$ cat src/rtl/pbwfp_pkg.sv
// ============================================================================
// Protobuf wire field parser package
// Shared types and constants for the wire-format field parser.
// ============================================================================
`timescale 1ns / 1ps
`default_nettype none

package pbwfp_pkg;

    localparam int MAX_BUFFER_BYTES_DEF = 65536;
    localparam int VARINT_MAX_BYTES     = 10;
    localparam int VARINT_BITS          = 7;

    localparam logic [2:0] WT_VARINT  = 3'd0;
    localparam logic [2:0] WT_FIXED64 = 3'd1;
    localparam logic [2:0] WT_LEN     = 3'd2;
    localparam logic [2:0] WT_FIXED32 = 3'd5;

    localparam logic [15:0] FIXED64_BYTES = 16'd8;
    localparam logic [15:0] FIXED32_BYTES = 16'd4;

    typedef enum logic [2:0] {
        PH_KEY,
        PH_VALUE,
        PH_LEN,
        PH_SKIP,
        PH_DRAIN
    } phase_t;

    typedef enum logic [2:0] {
        ST_OK        = 3'd0,
        ST_ZERO_TAG  = 3'd1,
        ST_BAD_TYPE  = 3'd2,
        ST_LONG      = 3'd3,
        ST_TRUNC     = 3'd4,
        ST_TOO_BIG   = 3'd5
    } status_t;

    // Packed with the last field in the lowest bits.
    typedef struct packed {
        logic [1:0]  pad;
        logic [15:0] payload_length;
        logic [15:0] payload_offset;
        logic [63:0] varint_value;
        logic [2:0]  wire_type;
        logic [31:0] tag;
        status_t     status;
    } result_t;

endpackage

`default_nettype wire

$ cat src/rtl/protobuf_wire_field_parser.sv
// ============================================================================
// Protobuf wire field parser
// Parses wire-format fields from a byte stream and reports one item per field.
// ============================================================================
`timescale 1ns / 1ps
`default_nettype none

// One byte is taken per cycle while s_tready is high, and every byte is
// handled in the cycle that accepts it, so the sustained rate is one item per
// clock. The result of the byte that completes a field or raises an error is
// registered toward the master side. Results sit in an output register backed
// by a one-entry skid register, and s_tready drops only while both hold
// results. After an error, bytes are consumed without results until the byte
// flagged by s_tlast, after which the parser starts over at offset zero.
module protobuf_wire_field_parser #(
    parameter int MAX_BUFFER_BYTES = pbwfp_pkg::MAX_BUFFER_BYTES_DEF
) (
    input  wire logic         clk,
    input  wire logic         rst_n,
    input  wire logic         s_tvalid,
    output logic              s_tready,
    input  wire logic [7:0]   s_tdata,   // data_byte
    input  wire logic         s_tlast,   // last
    output logic              m_tvalid,
    input  wire logic         m_tready,
    output logic [135:0]      m_tdata    // status, tag, wire_type, varint_value,
                                         // payload_offset, payload_length, zero pad
);

    localparam int MAXW = $clog2(MAX_BUFFER_BYTES + 1);
    localparam int SUMW = ((MAXW > 17) ? MAXW : 17) + 1;

    pbwfp_pkg::phase_t  phase_reg, phase_next;
    logic [63:0]        acc_reg, acc_next;
    logic [3:0]         sc_reg, sc_next;
    logic [31:0]        tag_reg, tag_next;
    logic [2:0]         wt_reg, wt_next;
    logic [15:0]        skip_reg, skip_next;
    logic [15:0]        pos_reg, pos_next;
    logic [15:0]        pstart_reg, pstart_next;

    pbwfp_pkg::result_t out_reg, skid_reg, res_c;
    logic               out_valid_reg, skid_valid_reg, res_valid_c;

    logic               accept, push, pop;
    logic [63:0]        shifted, acc_new;
    logic [3:0]         sc_inc;
    logic               vdone, vlong;
    logic [31:0]        key_tag;
    logic [2:0]         key_wt;
    logic [15:0]        pos_inc, skip_dec;
    logic [SUMW-1:0]    end_sum;
    logic               too_big;

    assign accept = s_tvalid && s_tready;
    assign push   = accept && res_valid_c;
    assign pop    = out_valid_reg && m_tready;

    assign s_tready = !skid_valid_reg;
    assign m_tvalid = out_valid_reg;
    assign m_tdata  = out_reg;

    always_comb
    begin
        shifted = '0;
        for (int i = 0; i < pbwfp_pkg::VARINT_MAX_BYTES; i++)
        begin
            if (sc_reg == 4'(i))
            begin
                shifted = 64'(s_tdata[6:0]) << (pbwfp_pkg::VARINT_BITS * i);
            end
        end
    end

    assign acc_new  = acc_reg | shifted;
    assign sc_inc   = sc_reg + 4'd1;
    assign vdone    = !s_tdata[7];
    assign vlong    = s_tdata[7] && (sc_inc >= 4'(pbwfp_pkg::VARINT_MAX_BYTES));
    assign key_tag  = acc_new[34:3];
    assign key_wt   = acc_new[2:0];
    assign pos_inc  = pos_reg + 16'd1;
    assign skip_dec = skip_reg - 16'd1;
    assign end_sum  = SUMW'(pos_reg) + SUMW'(1) + SUMW'(acc_new[15:0]);
    assign too_big  = (acc_new[63:16] != '0) || (end_sum > SUMW'(MAX_BUFFER_BYTES));

    // Result of the current byte.
    always_comb
    begin
        res_valid_c = 1'b0;
        res_c       = '0;
        res_c.status = pbwfp_pkg::ST_OK;
        unique case (phase_reg)
            pbwfp_pkg::PH_KEY:
            begin
                if (vlong)
                begin
                    res_valid_c  = 1'b1;
                    res_c.status = pbwfp_pkg::ST_LONG;
                end
                else if (!vdone)
                begin
                    if (s_tlast)
                    begin
                        res_valid_c  = 1'b1;
                        res_c.status = pbwfp_pkg::ST_TRUNC;
                    end
                end
                else if (key_tag == '0)
                begin
                    res_valid_c     = 1'b1;
                    res_c.status    = pbwfp_pkg::ST_ZERO_TAG;
                    res_c.wire_type = key_wt;
                end
                else
                begin
                    case (key_wt) inside
                        pbwfp_pkg::WT_VARINT, pbwfp_pkg::WT_FIXED64,
                        pbwfp_pkg::WT_LEN, pbwfp_pkg::WT_FIXED32:
                        begin
                            if (s_tlast)
                            begin
                                res_valid_c  = 1'b1;
                                res_c.status = pbwfp_pkg::ST_TRUNC;
                            end
                        end
                        default:
                        begin
                            res_valid_c  = 1'b1;
                            res_c.status = pbwfp_pkg::ST_BAD_TYPE;
                        end
                    endcase
                    res_c.tag       = key_tag;
                    res_c.wire_type = key_wt;
                end
            end
            pbwfp_pkg::PH_VALUE, pbwfp_pkg::PH_LEN:
            begin
                res_c.tag       = tag_reg;
                res_c.wire_type = wt_reg;
                if (vlong)
                begin
                    res_valid_c  = 1'b1;
                    res_c.status = pbwfp_pkg::ST_LONG;
                end
                else if (!vdone)
                begin
                    if (s_tlast)
                    begin
                        res_valid_c  = 1'b1;
                        res_c.status = pbwfp_pkg::ST_TRUNC;
                    end
                end
                else if (phase_reg == pbwfp_pkg::PH_VALUE)
                begin
                    res_valid_c        = 1'b1;
                    res_c.varint_value = acc_new;
                end
                else if (too_big)
                begin
                    res_valid_c  = 1'b1;
                    res_c.status = pbwfp_pkg::ST_TOO_BIG;
                end
                else if (acc_new[15:0] == '0)
                begin
                    res_valid_c          = 1'b1;
                    res_c.payload_offset = pos_inc;
                end
                else if (s_tlast)
                begin
                    res_valid_c  = 1'b1;
                    res_c.status = pbwfp_pkg::ST_TOO_BIG;
                end
            end
            pbwfp_pkg::PH_SKIP:
            begin
                res_c.tag       = tag_reg;
                res_c.wire_type = wt_reg;
                if (skip_dec == '0)
                begin
                    res_valid_c          = 1'b1;
                    res_c.payload_offset = pstart_reg;
                    res_c.payload_length = acc_reg[15:0];
                end
                else if (s_tlast)
                begin
                    res_valid_c  = 1'b1;
                    res_c.status = (wt_reg == pbwfp_pkg::WT_LEN) ?
                                   pbwfp_pkg::ST_TOO_BIG : pbwfp_pkg::ST_TRUNC;
                end
            end
            default:
            begin
                res_valid_c = 1'b0;
            end
        endcase
    end

    // Parser state update.
    always_comb
    begin
        phase_next  = phase_reg;
        acc_next    = acc_reg;
        sc_next     = sc_reg;
        tag_next    = tag_reg;
        wt_next     = wt_reg;
        skip_next   = skip_reg;
        pos_next    = pos_reg;
        pstart_next = pstart_reg;
        if (accept)
        begin
            pos_next = pos_inc;
            unique case (phase_reg)
                pbwfp_pkg::PH_KEY:
                begin
                    acc_next = acc_new;
                    sc_next  = sc_inc;
                    if (vdone)
                    begin
                        tag_next = key_tag;
                        wt_next  = key_wt;
                        acc_next = '0;
                        sc_next  = '0;
                        case (key_wt)
                            pbwfp_pkg::WT_VARINT:
                            begin
                                phase_next = pbwfp_pkg::PH_VALUE;
                            end
                            pbwfp_pkg::WT_LEN:
                            begin
                                phase_next = pbwfp_pkg::PH_LEN;
                            end
                            pbwfp_pkg::WT_FIXED64:
                            begin
                                phase_next  = pbwfp_pkg::PH_SKIP;
                                pstart_next = pos_inc;
                                skip_next   = pbwfp_pkg::FIXED64_BYTES;
                                acc_next    = 64'(pbwfp_pkg::FIXED64_BYTES);
                            end
                            pbwfp_pkg::WT_FIXED32:
                            begin
                                phase_next  = pbwfp_pkg::PH_SKIP;
                                pstart_next = pos_inc;
                                skip_next   = pbwfp_pkg::FIXED32_BYTES;
                                acc_next    = 64'(pbwfp_pkg::FIXED32_BYTES);
                            end
                            default:
                            begin
                                phase_next = pbwfp_pkg::PH_DRAIN;
                            end
                        endcase
                    end
                end
                pbwfp_pkg::PH_VALUE:
                begin
                    acc_next = acc_new;
                    sc_next  = sc_inc;
                end
                pbwfp_pkg::PH_LEN:
                begin
                    acc_next = acc_new;
                    sc_next  = sc_inc;
                    if (vdone)
                    begin
                        sc_next     = '0;
                        phase_next  = pbwfp_pkg::PH_SKIP;
                        pstart_next = pos_inc;
                        skip_next   = acc_new[15:0];
                    end
                end
                pbwfp_pkg::PH_SKIP:
                begin
                    skip_next = skip_dec;
                end
                default:
                begin
                    phase_next = pbwfp_pkg::PH_DRAIN;
                end
            endcase
            if (res_valid_c)
            begin
                if (res_c.status == pbwfp_pkg::ST_OK)
                begin
                    phase_next = pbwfp_pkg::PH_KEY;
                    acc_next   = '0;
                    sc_next    = '0;
                end
                else
                begin
                    phase_next = pbwfp_pkg::PH_DRAIN;
                end
            end
            if (s_tlast)
            begin
                phase_next  = pbwfp_pkg::PH_KEY;
                acc_next    = '0;
                sc_next     = '0;
                tag_next    = '0;
                wt_next     = '0;
                skip_next   = '0;
                pos_next    = '0;
                pstart_next = '0;
            end
        end
    end

    always_ff @(posedge clk or negedge rst_n)
    begin
        if (!rst_n)
        begin
            phase_reg      <= pbwfp_pkg::PH_KEY;
            acc_reg        <= '0;
            sc_reg         <= '0;
            tag_reg        <= '0;
            wt_reg         <= '0;
            skip_reg       <= '0;
            pos_reg        <= '0;
            pstart_reg     <= '0;
            out_valid_reg  <= 1'b0;
            skid_valid_reg <= 1'b0;
        end
        else
        begin
            phase_reg  <= phase_next;
            acc_reg    <= acc_next;
            sc_reg     <= sc_next;
            tag_reg    <= tag_next;
            wt_reg     <= wt_next;
            skip_reg   <= skip_next;
            pos_reg    <= pos_next;
            pstart_reg <= pstart_next;
            if (skid_valid_reg)
            begin
                if (pop)
                begin
                    skid_valid_reg <= 1'b0;
                end
            end
            else if (push)
            begin
                if (out_valid_reg && !pop)
                begin
                    skid_valid_reg <= 1'b1;
                end
                else
                begin
                    out_valid_reg <= 1'b1;
                end
            end
            else if (pop)
            begin
                out_valid_reg <= 1'b0;
            end
        end
    end

    always_ff @(posedge clk)
    begin
        if (skid_valid_reg)
        begin
            if (pop)
            begin
                out_reg <= skid_reg;
            end
        end
        else if (push)
        begin
            if (out_valid_reg && !pop)
            begin
                skid_reg <= res_c;
            end
            else
            begin
                out_reg <= res_c;
            end
        end
    end

    a_skid_needs_out: assert property (@(posedge clk) disable iff (!rst_n)
        skid_valid_reg |-> out_valid_reg)
        else $error("Skid register holds an item while the output register is empty.");

    a_last_restarts: assert property (@(posedge clk) disable iff (!rst_n)
        (s_tvalid && s_tready && s_tlast) |=>
        (phase_reg == pbwfp_pkg::PH_KEY && pos_reg == '0 && sc_reg == '0))
        else $error("Parser did not restart after the last byte.");

    a_varint_bound: assert property (@(posedge clk) disable iff (!rst_n)
        (phase_reg != pbwfp_pkg::PH_DRAIN) |->
        (sc_reg < 4'(pbwfp_pkg::VARINT_MAX_BYTES)))
        else $error("Varint byte count ran past its limit.");

    a_skip_nonzero: assert property (@(posedge clk) disable iff (!rst_n)
        (phase_reg == pbwfp_pkg::PH_SKIP) |-> (skip_reg != '0))
        else $error("Payload skip entered with nothing left to skip.");

    a_ok_has_tag: assert property (@(posedge clk) disable iff (!rst_n)
        (out_valid_reg && out_reg.status == pbwfp_pkg::ST_OK) |-> (out_reg.tag != '0))
        else $error("Completed field reported with a zero tag.");

endmodule

`default_nettype wire

$ cat config.mk
export PLATFORM = sky130hd
export DESIGN_NAME = protobuf_wire_field_parser
export DESIGN_NICKNAME = d
export VERILOG_FILES = /design/src/rtl/pbwfp_pkg.sv /design/src/rtl/protobuf_wire_field_parser.sv
export SDC_FILE = /design/constraint.sdc
export NUM_CORES = 1
export LEC_CHECK = 0
export ABC_AREA = 1
export BUFFER_PORTS_ARGS = -buffer_cell sky130_fd_sc_hd__buf_2
export CAP_MARGIN = 20
export CORE_ASPECT_RATIO = 0.6
export CORE_MARGIN = 5
export CORE_UTILIZATION = 45
export CTS_BUF_LIST = sky130_fd_sc_hd__clkbuf_16
export DETAILED_ROUTE_END_ITERATION = 6
export SLEW_MARGIN = 20
export SYNTH_ARGS = -nofsm -noshare
export SYNTH_HDL_FRONTEND = slang
export SYNTH_SLANG_ARGS = --single-unit
$ cat constraint.sdc
create_clock -name clk -period 12.8 [get_ports clk]
set_input_delay 0.64 -clock clk [delete_from_list [all_inputs] [get_ports clk]]
set_output_delay 0.64 -clock clk [all_outputs]
set_load 0.02 [all_outputs]
== Yosys cells after proc, flatten, opt, wreduce, memory -nomap -nowiden ==
Index checks and enable logic that the tools add are counted.

* Flip-flop bits (word level): 426
* Input bits: 13
* Output and inout port bits: 138

* Add/subtract/negate cells: 5
* Magnitude comparators: 2
* Equality and inequality tests: 27
* Multiplexer cells: 96
* Bitwise logic cells: 2
* Reduce and logical (&&, ||, !) cells: 33

{| class="wikitable"
|+ Operator list
! operator !! count
|-
| 64-bit 2-to-1 mux || 15
|-
| 136-bit 2-to-1 mux || 4
|-
| 16-bit 2-to-1 mux || 12
|-
| 32-bit 2-to-1 mux || 5
|-
| 80-bit 2-to-1 mux || 2
|-
| 64-bit case mux with 2 select lines || 1
|-
| 38-bit case mux with 3 select lines || 1
|-
| 16-bit case mux with 2 select lines || 3
|-
| 35-bit 2-to-1 mux || 2
|-
| 64-bit bitwise OR || 1
|-
| 3-bit 2-to-1 mux || 21
|-
| 16-bit case mux with 3 select lines || 1
|-
| 48-bit nonzero test || 1
|-
| 16-bit logical NOT || 2
|-
| 32-bit logical NOT || 1
|-
| 1-bit 2-to-1 mux || 19
|-
| 17-bit by 16-bit adder with 18-bit output || 1
|-
| 18-bit by 17-bit greater-than comparator with 1-bit output, second input constant || 1
|-
| 3-bit case mux with 3 select lines || 2
|-
| 16-bit by 1-bit adder with 17-bit output, second input constant || 1
|-
| 16-bit by 1-bit adder with 16-bit output, second input constant || 1
|-
| 4-bit by 3-bit equality test with 1-bit output, second input constant || 4
|-
| 4-bit 2-to-1 mux || 4
|-
| 4-bit case mux with 2 select lines || 2
|-
| 30 further kinds || 58
|}

== Logic depth before layout (Yosys ltp) ==
Gate-level depths: netlist of the first run.

* Word-level depth: 24
* Depth in mapped cells: 34

== Worst setup path after synthesis of the first run ==
Ideal clock, no wire load.

* Path type: flip-flop to flip-flop
* Start: register sc_reg[1]
* End: register out_reg, in the netlist m_tdata[0], enable pin
* Arrival time: 9.673 ns
* Data required time: 12.129 ns
* Slack: 2.456 ns
* Cell stages (with the launch flop): 30
* Path through: dfrtp_1 inv_1 ha_1 nor2_1 nand4_1 o21ai_1 inv_2 ha_1 fa_1 inv_1 nand2_1 nand2_1 nand3_1 nand2_1 nand2_1 nand2_1 nand2_1 nand2_1 inv_1 nand2_1 nor2_1 nand2_1 nand2_1 nand3_1 nand2_1 nand2_1 nand2_1 nand2_1 nand2_1 a21oi_1

* Word-level cells in the longest chain between the ends: 23
* Elaborated cells between the ends (all ways): 48

{| class="wikitable"
|+ RTL lines
! element !! RTL line !! RTL
|-
| start, declared || protobuf_wire_field_parser.sv:35 || <nowiki>logic [3:0] sc_reg, sc_next;</nowiki>
|-
| start signal, assigned || protobuf_wire_field_parser.sv:325 || <nowiki>sc_reg <= sc_next;</nowiki>
|-
| 4-bit logical NOT || protobuf_wire_field_parser.sv:68 || <nowiki>if (sc_reg == 4'(i))</nowiki>
|-
| 7-bit 2-to-1 mux || protobuf_wire_field_parser.sv:68 ||
|-
| 64-bit 2-to-1 mux (9 in series) || protobuf_wire_field_parser.sv:68 ||
|-
| 64-bit bitwise OR || protobuf_wire_field_parser.sv:75 || <nowiki>assign acc_new = acc_reg | shifted;</nowiki>
|-
| 17-bit by 16-bit adder with 18-bit output || protobuf_wire_field_parser.sv:83 || <nowiki>assign end_sum = SUMW'(pos_reg) + SUMW'(1) + SUMW'(acc_new[15:0]);</nowiki>
|-
| 18-bit by 17-bit greater-than comparator with 1-bit output || protobuf_wire_field_parser.sv:84 || <nowiki>assign too_big = (acc_new[63:16] != '0) || (end_sum > SUMW'(MAX_BUFFER_BYTES));</nowiki>
|-
| 1-bit logical OR || protobuf_wire_field_parser.sv:84 ||
|-
| 1-bit 2-to-1 mux || protobuf_wire_field_parser.sv:158 || <nowiki>else if (too_big)</nowiki>
|-
| 1-bit 2-to-1 mux || protobuf_wire_field_parser.sv:153 || <nowiki>else if (phase_reg == pbwfp_pkg::PH_VALUE)</nowiki>
|-
| 1-bit 2-to-1 mux || protobuf_wire_field_parser.sv:145 || <nowiki>else if (!vdone)</nowiki>
|-
| 1-bit 2-to-1 mux || protobuf_wire_field_parser.sv:140 || <nowiki>if (vlong)</nowiki>
|-
| 1-bit case mux with 3 select lines * || protobuf_wire_field_parser.sv:92 || <nowiki>unique case (phase_reg)</nowiki>
|-
| 1-bit logical AND * || protobuf_wire_field_parser.sv:56 || <nowiki>assign push = accept && res_valid_c;</nowiki>
|-
| 2-bit nonzero test (no source line) * || n/a ||
|-
| 3-bit AND reduction (no source line) * || n/a ||
|-
| end signal, assigned || protobuf_wire_field_parser.sv:362 || <nowiki>out_reg <= skid_reg;</nowiki>
|-
| end signal, assigned || protobuf_wire_field_parser.sv:373 || <nowiki>out_reg <= res_c;</nowiki>
|-
| end, declared || protobuf_wire_field_parser.sv:42 || <nowiki>pbwfp_pkg::result_t out_reg, skid_reg, res_c;</nowiki>
|}

Mark *: on every way between the ends. The rest lies on a longest branch, timed or not.
A chain may end at the register's enable or synchronous reset.

== Worst setup path in the final report of the first run ==
* Start: register sc_reg[1]
* End: register out_reg, in the netlist m_tdata[2], enable pin

Same word-level chain as after synthesis.

==> results.sh, run 1 <==
export IMPL_cp_common_cell="nand2_1"
export IMPL_outcome="finished, final reports clean"
export IMPL_hold_path_class="input pin to asynchronous set/reset pin"
export IMPL_cts_max_path_buffers=3
export IMPL_n_fill_cell=4182
export IMPL_instances_no_fill=3056
export IMPL_clk_transition_reported_paths_ps=70
export IMPL_cts_tree="done"
export IMPL_drt_iter0_drc=1784
export IMPL_synth_edff_count=268
export IMPL_arrival_ps=6780
export IMPL_cp_end_kind="flip-flop"
export IMPL_fmaxAchievable_mhz=152
export IMPL_startpoint_of_the_most_critical_setup_path="sc_reg[1]"
export IMPL_worst_setup_ep="m_tdata[2]"
export IMPL_cts_inserted_buffers=42
export IMPL_tritoncts_num_sinks=424
export IMPL_dieArea_um2=50200
export IMPL_hold_worst_slack_ps=5.73
export IMPL_place_port_buffers=148
export IMPL_adder_cell_share_of_the_synthesized_area=0.0156
export IMPL_total_number_of_vias=16600
export IMPL_place_gp_congestion=0.973
export IMPL_cap_violations=0
export IMPL_syn_area_per_cell_um2=8.85
export IMPL_synth_flop_cell="edfxtp_1"
export IMPL_rsz0062_at_grt="false"
export IMPL_synth_seq_cells=424
export IMPL_wire_per_inst_um=19.7
export IMPL_antenna_cells=0
export IMPL_critPathSlowestCell="buf_4"
export IMPL_synth_simple_gate_area_share=0.212
export IMPL_crit_reg2reg_launch="sc_reg[1]"
export IMPL_grt_pass1_vias=15500
export IMPL_post_synth_xor_area_fraction=0.00937
export IMPL_cp_depth=30
export IMPL_finalWorstPathRequiredPeriod_ps=6600
export IMPL_start_kind="flip-flop"
export IMPL_die_height_um=176
export IMPL_grt_start_max_net_pins=88
export IMPL_finalWirelength_mm=60.1
export IMPL_start_util=0.457
export IMPL_maxSlewHeadroom=0.278
export IMPL_route_detailed_drc=0
export IMPL_floorplan_die_width_um=286
export IMPL_cts_root_buffer_cell="clkbuf_16"
export IMPL_clock_skew_ps=24.5
export IMPL_layout_area_overhead_vs_synth_pct=13.8
export IMPL_dr_pass1_iters=6
export IMPL_path_delay_family="simple AND/OR/NAND/NOR gates"
export IMPL_cts_hold_repair_buffers=0
export IMPL_ys_warn_count=0
export IMPL_vdd_ir_drop_max_uv=114
export IMPL_floorplan_core_area_um2=45000
export IMPL_final_period_utilization=0.515
export IMPL_critical_path_fanout_max=60
export IMPL_clock_latency_late_sink_ps=570
export IMPL_synth_cell_types=42
export IMPL_netlist_instances=2323
export IMPL_synth_compound_area_share=0.0978
export IMPL_synth_area_um2=20600
export IMPL_type_of_the_worst_setup_path="flip-flop to flip-flop"
export IMPL_synth_mux_area_frac=0.00779
export IMPL_ff2ff_path_depth=30
export IMPL_worst_pin_slew_ps=1080
export IMPL_h_tree_depth=2
export IMPL_num_nets_final=2471
export IMPL_synthArstFlopShare=0.368
export IMPL_groute_usage_overall=0.233
export IMPL_critical_path_max_stage_delay_ps=680
export IMPL_finalHoldViolations=0
export IMPL_finalMaxSlewViolations=0
export IMPL_ant_nets=0
export IMPL_static_leakage_power_uw=0.0102
export IMPL_synth_seq_area_share=0.581
export IMPL_place_hpwl_mm=41.2
export IMPL_synth_top_family_by_area="simple AND/OR/NAND/NOR gates"
export IMPL_reg2reg_slack_ps=6200
export IMPL_timing_critical_path_buf_inv=6
export IMPL_io_pins=151
export IMPL_vias_cell=5.44
export IMPL_number_of_cells_upsized_or_downsized_after_cts=0
export IMPL_wire_length_of_the_first_global_routing_pass_mm=92.7
export IMPL_power_per_cell_area_nw_per_um2=230
export IMPL_mostFrequentLayoutCells="nand2_1, inv_1, edfxtp_1"
export IMPL_antenna_violations_before_repair=0
export IMPL_setup_tns_ps=0
export IMPL_critical_path_reg2reg_endpoint="m_tdata[2]"
export IMPL_post_cts_setup_buffer_count=0
export IMPL_gr_total_overflow=0
export IMPL_row_count=60
export IMPL_p_total_uw=5390
export IMPL_dp_cells=2976
export IMPL_drive_above_1_share=0.113
export IMPL_report_final_setup_viol=0
export IMPL_layout_cells_most_common="nand2_1"
export IMPL_worst_ep_required_time_ps=12980
cell families (layout without fill, tap and decap cells):
kind of cell	count (synthesis)	after routing
DFF	424	424
AOI/OAI and AO/OA	350	350
and+or+nand+nor	1079	1079
xor gates and xnor gates	22	22
buffers and inverters	406	549
muxes	16	16
other	1	2
adders and majority gates	25	25
layer usage:
layer  global-route usage  up-vias  wire, um
met5                    0        -         0
met4               0.0335        0       776
met3               0.0519       64      5030
met2                0.319      656     23800
met1                0.382     8003     30400
li1                     -     7908         -
Yosys cell counts, types with 5 or more instances:
master | count | area (um^2)
o21ai_0 | 109 | 546
inv_1 | 287 | 1080
inv_2 | 14 | 52.6
nor2_2 | 5 | 31.3
o22ai_1 | 118 | 738
nor3_1 | 17 | 85.1
edfxtp_1 | 268 | 8050
nand4_1 | 23 | 144
nand2_1 | 630 | 2360
xor2_1 | 19 | 166
a21oi_2 | 6 | 52.6
dfrtp_1 | 156 | 3900
clkbuf_1 | 78 | 293
a21oi_1 | 65 | 325
nand3_1 | 133 | 666
ha_1 | 24 | 300
nor2_1 | 252 | 946
a211oi_1 | 26 | 195
o21ai_1 | 15 | 75.1
buf_2 | 8 | 40.0
mux2i_1 | 16 | 160
buf_1 | 13 | 48.8
final cells by class:
cell class                      count  area [um^2]  area share
Multi-Input combinational cell   1494         7120       0.304
Sequential cell                   424        12000       0.511
Timing Repair Buffer              168          941      0.0402
Clock inverter                     36          455      0.0195
Clock buffer                       42         1050      0.0449
Tap cell                          589          737      0.0315
Inverter                          303         1140      0.0487
worst min path at each step:
stage	start	endpoint
after floorplan	rst_n	acc_reg[0]
after global placement	acc_reg[15]	acc_reg[15]
after detailed placement	acc_reg[13]	acc_reg[13]
after CTS	rst_n	pstart_reg[7]
after global routing	rst_n	pstart_reg[3]
final	rst_n	pstart_reg[6]
through the flow:
stage,instance area [um^2],setup WS (ps),util
finish,23400,6200,0.520
global route,23400,5710,0.520
CTS,23400,6350,0.520
detailed placement,21900,6400,0.486
global placement,21800,6160,0.485
floorplan,20600,2460,-
power by group:
group	internal, uW	leakage (uW)	total, uW	switching, uW
Clock	789	0.000748	1340	550
Sequential	1830	0.00467	1950	117
Combinational	508	0.00478	2100	1590
(Power assumes the default switching activity.)
==> run 2: changes to the inputs <==
--- a/config.mk
+++ b/config.mk
@@ -5,7 +5,7 @@
 export SDC_FILE = /design/constraint.sdc
 export NUM_CORES = 1
 export LEC_CHECK = 0
-export ABC_AREA = 1
+export ABC_AREA = 0
 export BUFFER_PORTS_ARGS = -buffer_cell sky130_fd_sc_hd__buf_2
 export CAP_MARGIN = 20
 export CORE_ASPECT_RATIO = 0.6
==> constraint.sdc (replaced) <==
create_clock -name clk -period 6.7 [get_ports clk]
set_input_delay 0.335 -clock clk [delete_from_list [all_inputs] [get_ports clk]]
set_output_delay 0.335 -clock clk [all_outputs]
set_load 0.02 [all_outputs]
==> run 2 against run 1 <==
Power grew 81%. Synthesized cell count down 24%. Setup slack worse by 5800 ps. First-iteration DRC count is 13% lower. Critical path type unchanged.
==> results.sh, run 2 <==
export IMPL_worst_ep_required_time_ps=7130
export IMPL_synth_seq_area_share=0.606
export IMPL_io_pins=151
export IMPL_layout_area_overhead_vs_synth_pct=15.1
export IMPL_synthArstFlopShare=0.368
export IMPL_vdd_ir_drop_max_uv=202
export IMPL_vias_cell=5.99
export IMPL_rsz0062_at_grt="false"
export IMPL_post_synth_top_count_cell="edfxtp_1"
export IMPL_clock_latency_late_sink_ps=570
export IMPL_h_tree_depth=2
export IMPL_synth_top_cells_by_area="edfxtp_1, dfrtp_1, nand2_1"
export IMPL_wire_length_of_the_first_global_routing_pass_mm=87.1
export IMPL_cts_tree="done"
export IMPL_placement_setup_worst_slack_ps=621
export IMPL_n_fill_cell=3733
export IMPL_wire_per_inst_um=23.0
export IMPL_synth_area_um2=19700
export IMPL_p_total_uw=9770
export IMPL_worst_pin_slew_ps=1100
export IMPL_path_delay_family="compound AO/OA/AOI/OAI gates"
export IMPL_mostFrequentLayoutCells="edfxtp_1, nand2_1, nor2_1"
export IMPL_critPathSlowestCell="a31oi_1"
export IMPL_final_period_utilization=0.939
export IMPL_die_height_um=172
export IMPL_synth_top_area_cell="edfxtp_1"
export IMPL_tritoncts_num_sinks=424
export IMPL_dieArea_um2=48300
export IMPL_synth_edff_count=268
export IMPL_cap_violations=0
export IMPL_grt_start_max_net_pins=94
export IMPL_ys_top_cells_by_count="edfxtp_1, nand2_1, nor2_1, dfrtp_1, o21ai_0"
export IMPL_synth_flop_cell="edfxtp_1"
export IMPL_finalWorstPathRequiredPeriod_ps=6290
export IMPL_synth_seq_cells=424
export IMPL_row_count=59
export IMPL_fin_util=0.524
export IMPL_place_hpwl_mm=38.4
export IMPL_power_per_cell_area_nw_per_um2=430
export IMPL_cts_max_path_buffers=3
export IMPL_floorplan_die_width_um=280
export IMPL_timing_critical_path_buf_inv=2
export IMPL_drt_iter0_drc=1547
export IMPL_place_port_buffers=148
export IMPL_number_of_cells_upsized_or_downsized_after_cts=0
export IMPL_num_nets_final=1904
export IMPL_finalWirelength_mm=57.0
export IMPL_netlist_instances=1763
export IMPL_total_number_of_vias=14900
export IMPL_critical_path_max_stage_delay_ps=760
export IMPL_gr_total_overflow=0
export IMPL_ant_nets=0
export IMPL_cp_end_kind="flip-flop"
export IMPL_cts_root_buffer_cell="clkbuf_16"
export IMPL_outcome="finished, final reports clean"
export IMPL_maxSlewHeadroom=0.267
export IMPL_static_leakage_power_uw=0.00895
export IMPL_reg2reg_slack_ps=410
export IMPL_synth_cell_types=80
export IMPL_dr_pass1_iters=6
export IMPL_clk_transition_reported_paths_ps=70
export IMPL_antenna_violations_before_repair=1
export IMPL_clock_skew_ps=32.6
export IMPL_route_detailed_drc=0
export IMPL_start_util=0.455
export IMPL_layout_cells_most_common="edfxtp_1"
export IMPL_type_of_the_worst_setup_path="flip-flop to flip-flop"
export IMPL_fmaxAchievable_mhz=159
export IMPL_cts_inserted_buffers=42
export IMPL_floorplan_core_area_um2=43300
export IMPL_place_gp_congestion=0.940
export IMPL_finalHoldViolations=0
export IMPL_groute_usage_overall=0.232
export IMPL_report_final_setup_viol=0
export IMPL_hold_worst_slack_ps=33.5
export IMPL_hold_path_class="input pin to flip-flop"
export IMPL_dp_cells=2399
export IMPL_critical_path_fanout_max=62
export IMPL_finalMaxSlewViolations=0
export IMPL_arrival_ps=6730
export IMPL_drive_above_1_share=0.198
export IMPL_final_setup_worst_slack_ps=409
export IMPL_syn_area_per_cell_um2=11.2
export IMPL_ys_warn_count=0
export IMPL_synth_top_area_share=0.408
export IMPL_cell_chain_critical_path="nor2_1 -> and2_1 -> a31oi_1 -> inv_1 -> ha_1 -> o21ai_0 -> o2bb2ai_1 -> a2111oi_0 -> nand3_1 -> or4_1 -> nor4_2 -> o21ai_1 -> a211oi_2 -> nand3_2 -> a31oi_4 -> buf_12 -> nor2_1"
export IMPL_cp_common_cell="nor2_1"
export IMPL_grt_pass1_vias=13900
export IMPL_antenna_cells=0
export IMPL_instances_no_fill=2479
export IMPL_start_kind="flip-flop"
-- run 2: changes by cell type after synthesis, sizes merged, moves of 73 or more --
| cell | previous run | this run |
|---|---|---|
| inv | 301 | 37 |
| nand2 | 631 | 232 |
| mux2 | 0 | 73 |
| o22ai | 118 | 9 |
| nor2 | 257 | 177 |
| nand3 | 135 | 19 |
| o31ai | 1 | 87 |
| a31oi | 4 | 78 |
-- run 2: path summary, 6_finish.rpt --
path | startpoint | end | cells after the start
max | sc_reg[2] | acc_reg[13] | 17
min | m_tready | skid_valid_reg | 2
max reg2reg | sc_reg[2] | acc_reg[13] | 17
min reg2reg | tag_reg[20] | tag_reg[20] | 2
max in group asynchronous | rst_n | sc_reg[0] | 3
min in group asynchronous | rst_n | tag_reg[4] | 2
-- run 2: report_power, final --
| part | leakage, uW | switching (uW) | internal (uW) |
|---|---|---|---|
| clock network | 0.000698 | 1050 | 1340 |
| logic | 0.00357 | 2530 | 1100 |
| registers | 0.00469 | 313 | 3430 |
| total | 0.00895 | 3900 | 5870 |
-- run 2: metal layers --
metal	track usage	routed length [um]	up-vias
li1	-	-	6751
met1	0.379	27800	7321
met2	0.302	22200	687
met3	0.0661	5930	98
met4	0.0491	1110	2
met5	0	11	-
-- run 2: cell type report --
cell class | instances | area, um^2 | area share
inverter | 37 | 141 | 0.00622
clock inverter | 35 | 304 | 0.0134
clock buffer | 43 | 1080 | 0.0474
sequential | 424 | 12000 | 0.526
multi-input combinational | 1180 | 7420 | 0.327
timing repair buffer | 181 | 1090 | 0.0481
tap | 579 | 724 | 0.0319
-- run 2: cells by family (layout without fill, tap and decap cells) --
kind of cell | Yosys count | count (layout) | synth area share
fa+ha+maj | 25 | 25 | 0.0162
buf+inv | 160 | 296 | 0.0338
flops | 424 | 424 | 0.606
mux | 73 | 73 | 0.0417
simple gates | 570 | 570 | 0.132
xor+xnor | 28 | 28 | 0.0124
other cells | 1 | 2 | 0.000190
compound gates | 482 | 482 | 0.158
-- run 2: what timing repair did --
| item | in CTS | in global routing |
|---|---|---|
| buffers inserted | 0 | 0 |
| hold endpoints to repair | 89 | 0 |
| hold buffers | 1 | 0 |
-- run 2: worst reg2reg max path, cell delays in order, from the launching register on --
cell and delay (ps):
dfrtp_1 690, nor2_1 270, and2_1 350, a31oi_1 760, inv_1 140, ha_1 440, o21ai_0 120, o2bb2ai_1 130
a2111oi_0 380, nand3_1 150, or4_1 550, nor4_2 430, o21ai_1 210, a211oi_2 370, nand3_2 380, a31oi_4 340
buf_12 290, nor2_1 150
-- run 2: metrics by stage --
step,TNS [ps],cell area (um^2)
3_3_place_gp,0,21300
3_5_place_dp,0,21300
2_1_floorplan,-198650,20000
4_1_cts,0,22700
6_report,0,22700
5_1_grt,0,22700
